[src/hw/rtl/ppps_pkg.sv]
// ppps_pkg: widths, fixed-point constants and shared types of the pentagon prism
// point select block. No dependencies; every other file imports it.

package ppps_pkg;

  // coordinate and trig formats
  localparam int COORD_BITS = 20;
  localparam int TRIG_BITS  = 16;
  localparam int TRIG_FRAC  = TRIG_BITS - 2;
  localparam int TRIG_ONE   = 1 << TRIG_FRAC;
  localparam int ROUND_HALF = 1 << (TRIG_FRAC - 1);
  localparam int KIND_BITS  = 16;

  // pentagon shape constants, Q1.12
  localparam int KFRAC = 12;
  localparam int KD    = 3484;
  localparam int KS1   = 1331;
  localparam int KS2   = 5638;
  localparam int K54   = 3314;
  localparam int K72   = 1266;

  // side length multipliers for the derived lengths, scale 2^24
  localparam int K_DSIN  = KD * K54;
  localparam int K_DCOS  = KD * K72;
  localparam int K_DLEN  = KD << KFRAC;
  localparam int K_ICPT1 = KD * KD;
  localparam int K_ICPT2 = KD * KS2;

  // configuration port
  localparam int CFG_IDX_BITS  = 3;
  localparam int CFG_DATA_BITS = 64;
  localparam int CENTRE_W      = 3 * COORD_BITS;
  localparam int TRIG_PAIR_W   = 2 * TRIG_BITS;
  localparam int TYPE_SEL_W    = 2 * KIND_BITS;

  // pipeline depth
  localparam int NSTAGE = 5;

  // datapath widths
  localparam int OFS_W    = COORD_BITS + 1;
  localparam int SQF_W    = 2 * OFS_W;
  localparam int SQ_W     = 2 * COORD_BITS;
  localparam int RSQ_W    = SQ_W + 2;
  localparam int TPROD_W  = 2 * TRIG_BITS;
  localparam int MAT_W    = TPROD_W - TRIG_FRAC;
  localparam int MD_W     = MAT_W + OFS_W;
  localparam int TD_W     = TRIG_BITS + OFS_W;
  localparam int SUM_W    = MD_W + 2;
  localparam int ROT_W    = SUM_W - TRIG_FRAC;
  localparam int KS_W     = KFRAC + 2;
  localparam int KSY_W    = ROT_W + KS_W;
  localparam int SIDE_K_W = COORD_BITS + 2 * KFRAC + 1;
  localparam int CMP_W    = ROT_W + 2 * KFRAC + 1;

  typedef enum logic [CFG_IDX_BITS-1:0] {
    REG_CENTRE,
    REG_BOUND_SQ,
    REG_SIDE,
    REG_HALF_THICK,
    REG_POLAR,
    REG_AZIMUTH,
    REG_TYPE_SEL
  } ppps_reg_e;

  typedef struct packed {
    logic        [COORD_BITS-1:0] centre_x;
    logic        [COORD_BITS-1:0] centre_y;
    logic        [COORD_BITS-1:0] centre_z;
    logic        [SQ_W-1:0]       bound_sq;
    logic        [COORD_BITS-1:0] side;
    logic        [COORD_BITS-1:0] half_thick;
    logic signed [TRIG_BITS-1:0]  cos_theta;
    logic signed [TRIG_BITS-1:0]  sin_theta;
    logic signed [TRIG_BITS-1:0]  cos_phi;
    logic signed [TRIG_BITS-1:0]  sin_phi;
    logic        [KIND_BITS-1:0]  polymer_sel;
    logic        [KIND_BITS-1:0]  head_sel;
  } ppps_cfg_t;

  typedef struct packed {
    logic [COORD_BITS-1:0] pos_x;
    logic [COORD_BITS-1:0] pos_y;
    logic [COORD_BITS-1:0] pos_z;
    logic [KIND_BITS-1:0]  polymer_kind;
    logic [KIND_BITS-1:0]  head_kind;
    logic                  head_present;
  } ppps_item_t;

  typedef struct packed {
    logic selected;
    logic in_sphere;
  } ppps_result_t;

  typedef struct packed {
    logic [NSTAGE-1:0] load;
  } ppps_stage_ctl_t;

endpackage

[src/hw/rtl/ppps_if.sv]


// configuration write channel
interface ppps_cfg_if import ppps_pkg::*; ();
  logic                     valid;
  logic                     ready;
  logic [CFG_IDX_BITS-1:0]  index;
  logic [CFG_DATA_BITS-1:0] data;

  modport source (output valid, index, data, input ready);
  modport sink (input valid, index, data, output ready);
endinterface

[src/hw/rtl/ppps_cfg_regs.sv]
// ppps_cfg_regs: configuration register file, always ready for a write transaction.
// Depends on ppps_pkg and the ppps_cfg_if interface.

module ppps_cfg_regs import ppps_pkg::*; (
  input  logic       clk_i,
  input  logic       rst_ni,
  ppps_cfg_if.sink   cfg_i,
  output ppps_cfg_t  cfg_o
);

  logic [CENTRE_W-1:0]    centre_q;
  logic [SQ_W-1:0]        bound_q;
  logic [COORD_BITS-1:0]  side_q;
  logic [COORD_BITS-1:0]  half_q;
  logic [TRIG_PAIR_W-1:0] polar_q;
  logic [TRIG_PAIR_W-1:0] azimuth_q;
  logic [TYPE_SEL_W-1:0]  type_q;

  assign cfg_i.ready = 1'b1;

  // register writes, bits above each register's width are dropped
  always_ff @(posedge clk_i or negedge rst_ni) begin
    if (!rst_ni) begin
      centre_q  <= '0;
      bound_q   <= '0;
      side_q    <= '0;
      half_q    <= '0;
      polar_q   <= {TRIG_BITS'(TRIG_ONE), TRIG_BITS'(0)};
      azimuth_q <= {TRIG_BITS'(TRIG_ONE), TRIG_BITS'(0)};
      type_q    <= '0;
    end else if (cfg_i.valid) begin
      case (cfg_i.index)
        REG_CENTRE:     centre_q  <= CENTRE_W'(cfg_i.data);
        REG_BOUND_SQ:   bound_q   <= SQ_W'(cfg_i.data);
        REG_SIDE:       side_q    <= COORD_BITS'(cfg_i.data);
        REG_HALF_THICK: half_q    <= COORD_BITS'(cfg_i.data);
        REG_POLAR:      polar_q   <= TRIG_PAIR_W'(cfg_i.data);
        REG_AZIMUTH:    azimuth_q <= TRIG_PAIR_W'(cfg_i.data);
        REG_TYPE_SEL:   type_q    <= TYPE_SEL_W'(cfg_i.data);
        default: ;
      endcase
    end
  end

  // unpack into named fields
  assign cfg_o.centre_x    = centre_q[COORD_BITS-1:0];
  assign cfg_o.centre_y    = centre_q[2*COORD_BITS-1:COORD_BITS];
  assign cfg_o.centre_z    = centre_q[3*COORD_BITS-1:2*COORD_BITS];
  assign cfg_o.bound_sq    = bound_q;
  assign cfg_o.side        = side_q;
  assign cfg_o.half_thick  = half_q;
  assign cfg_o.cos_theta   = $signed(polar_q[TRIG_PAIR_W-1:TRIG_BITS]);
  assign cfg_o.sin_theta   = $signed(polar_q[TRIG_BITS-1:0]);
  assign cfg_o.cos_phi     = $signed(azimuth_q[TRIG_PAIR_W-1:TRIG_BITS]);
  assign cfg_o.sin_phi     = $signed(azimuth_q[TRIG_BITS-1:0]);
  assign cfg_o.polymer_sel = type_q[TYPE_SEL_W-1:KIND_BITS];
  assign cfg_o.head_sel    = type_q[KIND_BITS-1:0];

endmodule

[src/flat_wrapper.sv]
// flat-port wrapper written by rule: the top's interface ports become plain ports
module ppps_cfg_regs_flat import ppps_pkg::*;
  (clk_i, rst_ni, cfg_o, cfg_i_valid, cfg_i_index, cfg_i_data, cfg_i_ready);
  ppps_cfg_if cfg_i_i ();
  input  logic clk_i;
  input  logic rst_ni;
  output ppps_cfg_t cfg_o;
  input wire logic [$bits(cfg_i_i.valid)-1:0] cfg_i_valid;
  input wire logic [$bits(cfg_i_i.index)-1:0] cfg_i_index;
  input wire logic [$bits(cfg_i_i.data)-1:0] cfg_i_data;
  output wire logic [$bits(cfg_i_i.ready)-1:0] cfg_i_ready;
  assign cfg_i_i.valid = cfg_i_valid;
  assign cfg_i_i.index = cfg_i_index;
  assign cfg_i_i.data = cfg_i_data;
  assign cfg_i_ready = cfg_i_i.ready;
  ppps_cfg_regs u_core (.clk_i(clk_i), .rst_ni(rst_ni), .cfg_i(cfg_i_i), .cfg_o(cfg_o));
endmodule
[config.mk]
export PLATFORM = sky130hd
export DESIGN_NAME = ppps_cfg_regs_flat
export DESIGN_NICKNAME = d
export VERILOG_FILES = /design/src/hw/rtl/ppps_pkg.sv /design/src/hw/rtl/ppps_if.sv /design/src/hw/rtl/ppps_cfg_regs.sv /design/src/flat_wrapper.sv
export SDC_FILE = /design/constraint.sdc
export NUM_CORES = 1
export LEC_CHECK = 0
export ABC_AREA = 1
export BUFFER_PORTS_ARGS = -buffer_cell sky130_fd_sc_hd__buf_2
export CAP_MARGIN = 15
export CORE_MARGIN = 3
export CORE_UTILIZATION = 54
export CTS_CLUSTER_SIZE = 20
export DETAILED_ROUTE_END_ITERATION = 10
export PLACE_DENSITY = 0.85
export RECOVER_POWER = 25
export SETUP_SLACK_MARGIN = 0.05
export SLEW_MARGIN = 5
export SYNTH_ARGS = -nofsm -noshare
export SYNTH_HDL_FRONTEND = slang
export SYNTH_SLANG_ARGS = --single-unit
export TNS_END_PERCENT = 1
[constraint.sdc]
create_clock -name clk_i -period 2.3 [get_ports clk_i]
set_clock_uncertainty 0.2 [all_clocks]
set_input_delay 0.345 -clock clk_i [delete_from_list [all_inputs] [get_ports clk_i]]
set_output_delay 0.345 -clock clk_i [all_outputs]
set_load 0.02 [all_outputs]
==> metrics.md <==
| Metric | Value |
|---|---|
| Status | `finished clean` |
| Share of layout cells above drive strength 1 | `0.263` |
| Total grt overflow | `0` |
| Top cells by area, synth | `dfrtp_1 64%, nand2_1 23%, nand3_1 8.3%` |
| Total number of yosys warnings | `0` |
| Worst Path Max Fanout | `2` |
| Final Core Density | `0.761` |
| DIE AREA | `18500 sq um` |
| Avg Inst Size Synth | `8.84 sq um` |
| Cell row count | `46` |
| Crit share post-route | `0.758` |
| #FFs+latches synth | `236` |
| M1 GR Usage | `0.416` |
| H-Tree Depth | `1` |
| Pre-CTS setup slack | `275 ps` |
| Critical Path Start Type | `register` |
| First-pass GRT wire length | `48300 um` |
| Hold_ws | `78.9 ps` |
| DR vias/cell | `5.43` |
| Crit path arrival time | `1200 ps` |
| GRT Overall Usage | `0.334` |
| Clk sinks | `236` |
| Cell taking the most area after synthesis | `dfrtp_1` |
| Synth cell types | `12` |
| Remaining DRCs | `0` |
| Final Instance Area | `12400 sq um` |
| Synthesized Nets | `1104` |
| Post-CTS Setup Inserts | `0` |
| Sequential-to-total area share from yosys stat | `0.646` |
| Core ar. | `16200 sq um` |
| Largest net degree at the start of global routing | `65` |
| Final setup violation count | `0` |
| Worst Hold Class | `primary input to register` |
| Die Height | `136 um` |
| Met3 GRT Util | `0.0807` |
| DRT antenna net count | `0` |
| Cell Area, Placed | `11000 sq um` |
| Clk pin slew, worst setup/hold paths | `60 ps` |
| Top cell family by delay on the critical path | `flip-flops` |
| Global routing's busiest layer | `met2` |
| Power density over the cells | `1000 nW/um^2` |
| Antenna violations before repair | `0` |
| Power, Total | `12.4 mW` |
| Die Wd | `136 um` |
| CP max stage cell | `dfstp_2` |
| Clk root buf | `clkbuf_16` |
| TritonCTS clock tree | `built` |
| Critical setup path kind | `register to output port` |
| # Max-Cap Violations | `0` |
| CP Buf/Inv Count | `1` |
| Finished Layout Cells | `1628` |
| Area growth syn-to-layout | `35.1%` |
| Setup crit end kind | `output port` |
| Pre-Repair DR Iteration Count | `5` |
| Crit path cell chain | `buf_2` |
| Avg WL per Cell | `19.0 um` |
| Leakage | `7.12 nW` |
| Initial drt markers | `684` |
| Setup ws final | `556 ps` |
| Sum Neg Setup Slack | `0 ps` |
| Initial core utilization | `0.563` |
| Post-synth EDFFs | `0` |
| Worst slew pin tran | `1140 ps` |
| Commonest cells in the synthesized netlist | `568 x nand2_1, 234 x dfrtp_1, 152 x nand3_1` |
| Final net count | `1464` |
| Share of the synthesized area in the top cell type | `0.641` |
| Fmax achieved | `573 MHz` |
| Critical Path Max Stage Delay | `530 ps` |
| Cell Area, Synth | `9140 sq um` |
| Most common cell in the netlist | `nand2_1` |
| Num CTS Buffers | `23` |
| Slew HR | `0.241` |
| Deepest clock path buffer count | `3` |
| Placer congestion estimate | `0.811` |
| Worst vdd rail ir drop | `0.000632 V` |
| M2 GR Usage | `0.550` |
| Ys async rst share | `1.00` |
| Hpwl dp | `19000 um` |
| Synth Flop Type | `dfrtp_1` |
| Final hold vios | `0` |
| Critical path data required time | `1750 ps` |
| Worst skew pair latency | `500 ps` |
| Mapped Cells | `1034` |
| Placed cell count | `1524` |
| Max Slew Vio Count | `0` |
| Vias in the first global route | `9079` |
| Via count | `8834` |
| Routed WL | `30900 um` |
| Final min period | `1740 ps` |
| RSZ-0062 raised after global routing | `no` |
| Port bufs | `301` |
| Num ports | `307` |
[report_power, final]
group | switching (mW) | internal (mW) | leakage (nW) | total (mW)
Clock | 1.55 | 2.25 | 0.368 | 3.80
Sequential | 0.471 | 4.94 | 2.96 | 5.41
Combinational | 2.17 | 0.997 | 3.79 | 3.17
[state kept, by name, indices dropped and copies added (netlist names)]
register	cells
u_core.centre_q	60
u_core.bound_q	40
u_core.azimuth_q	32
u_core.polar_q	32
u_core.type_q	32
u_core.half_q	20
u_core.side_q	20
[per-layer routing]
| metal | vias to the layer above | wire length (um) |
|---|---|---|
| met5 | - | 0 |
| met1 | 4198 | 11200 |
| met4 | 0 | 1420 |
| met3 | 114 | 3160 |
| li1 | 3953 | - |
| met2 | 569 | 15100 |
[layout make-up]
cell class | count | area, sq um
multi-input cells | 728 | 2950
flip-flops and latches | 236 | 5910
fillers | 1092 | 3880
well taps | 216 | 270
clock inverters | 10 | 134
repair buffers | 399 | 2440
diodes | 2 | 5.00
clock buffers | 31 | 626
inverters | 6 | 22.5
[final timing paths]
check / start / end / slack, ps / cells past startpoint
max in group asynchronous: rst_ni / u_core.azimuth_q[29] / 700 / 3
worst max register to register: u_core.polar_q[30] / u_core.polar_q[30] / 1360 / 2
worst max-delay path: u_core.polar_q[30] / cfg_o[94] / 560 / 1
worst min register to register: u_core.centre_q[47] / u_core.centre_q[47] / 270 / 2
worst min-delay path: cfg_i_valid / u_core.side_q[10] / 80 / 5
min in group asynchronous: rst_ni / u_core.azimuth_q[31] / 380 / 2
[logic make-up after synthesis]
family	after synthesis	synth area share
buffers and inverters	70	0.0329
flip-flops	236	0.646
other	1	0.000410
AND/OR/NAND/NOR	727	0.320
[cells in the final DEF, fill, tap and decap left out]
| cell type | n |
|---|---|
| nor2_4 | 3 |
| diode_2 | 2 |
| nand2_1 | 568 |
| dfstp_2 | 2 |
| bufinv_16 | 3 |
| clkinv_2 | 4 |
| clkbuf_1 | 16 |
| dfrtp_1 | 234 |
| buf_4 | 22 |
| clkinvlp_4 | 2 |
| clkbuf_8 | 2 |
| buf_2 | 299 |
| nor2_1 | 3 |
| nor2_2 | 1 |
| clkbuf_4 | 1 |
| nand3_1 | 152 |
| inv_6 | 1 |
| conb_1 | 1 |
| dlygate4sd3_1 | 61 |
| inv_1 | 4 |
| buf_12 | 6 |
| inv_2 | 2 |
| clkbuf_16 | 23 |
[timing repair]
| item | in CTS | in global routing |
|---|---|---|
| resized for setup | 0 | 0 |
| endpoints found under the hold margin | 272 | 0 |
| hold buffers | 61 | 0 |
| setup endpoints to repair | 0 | 0 |
Note: power is estimated with default switching activity, not from simulation.
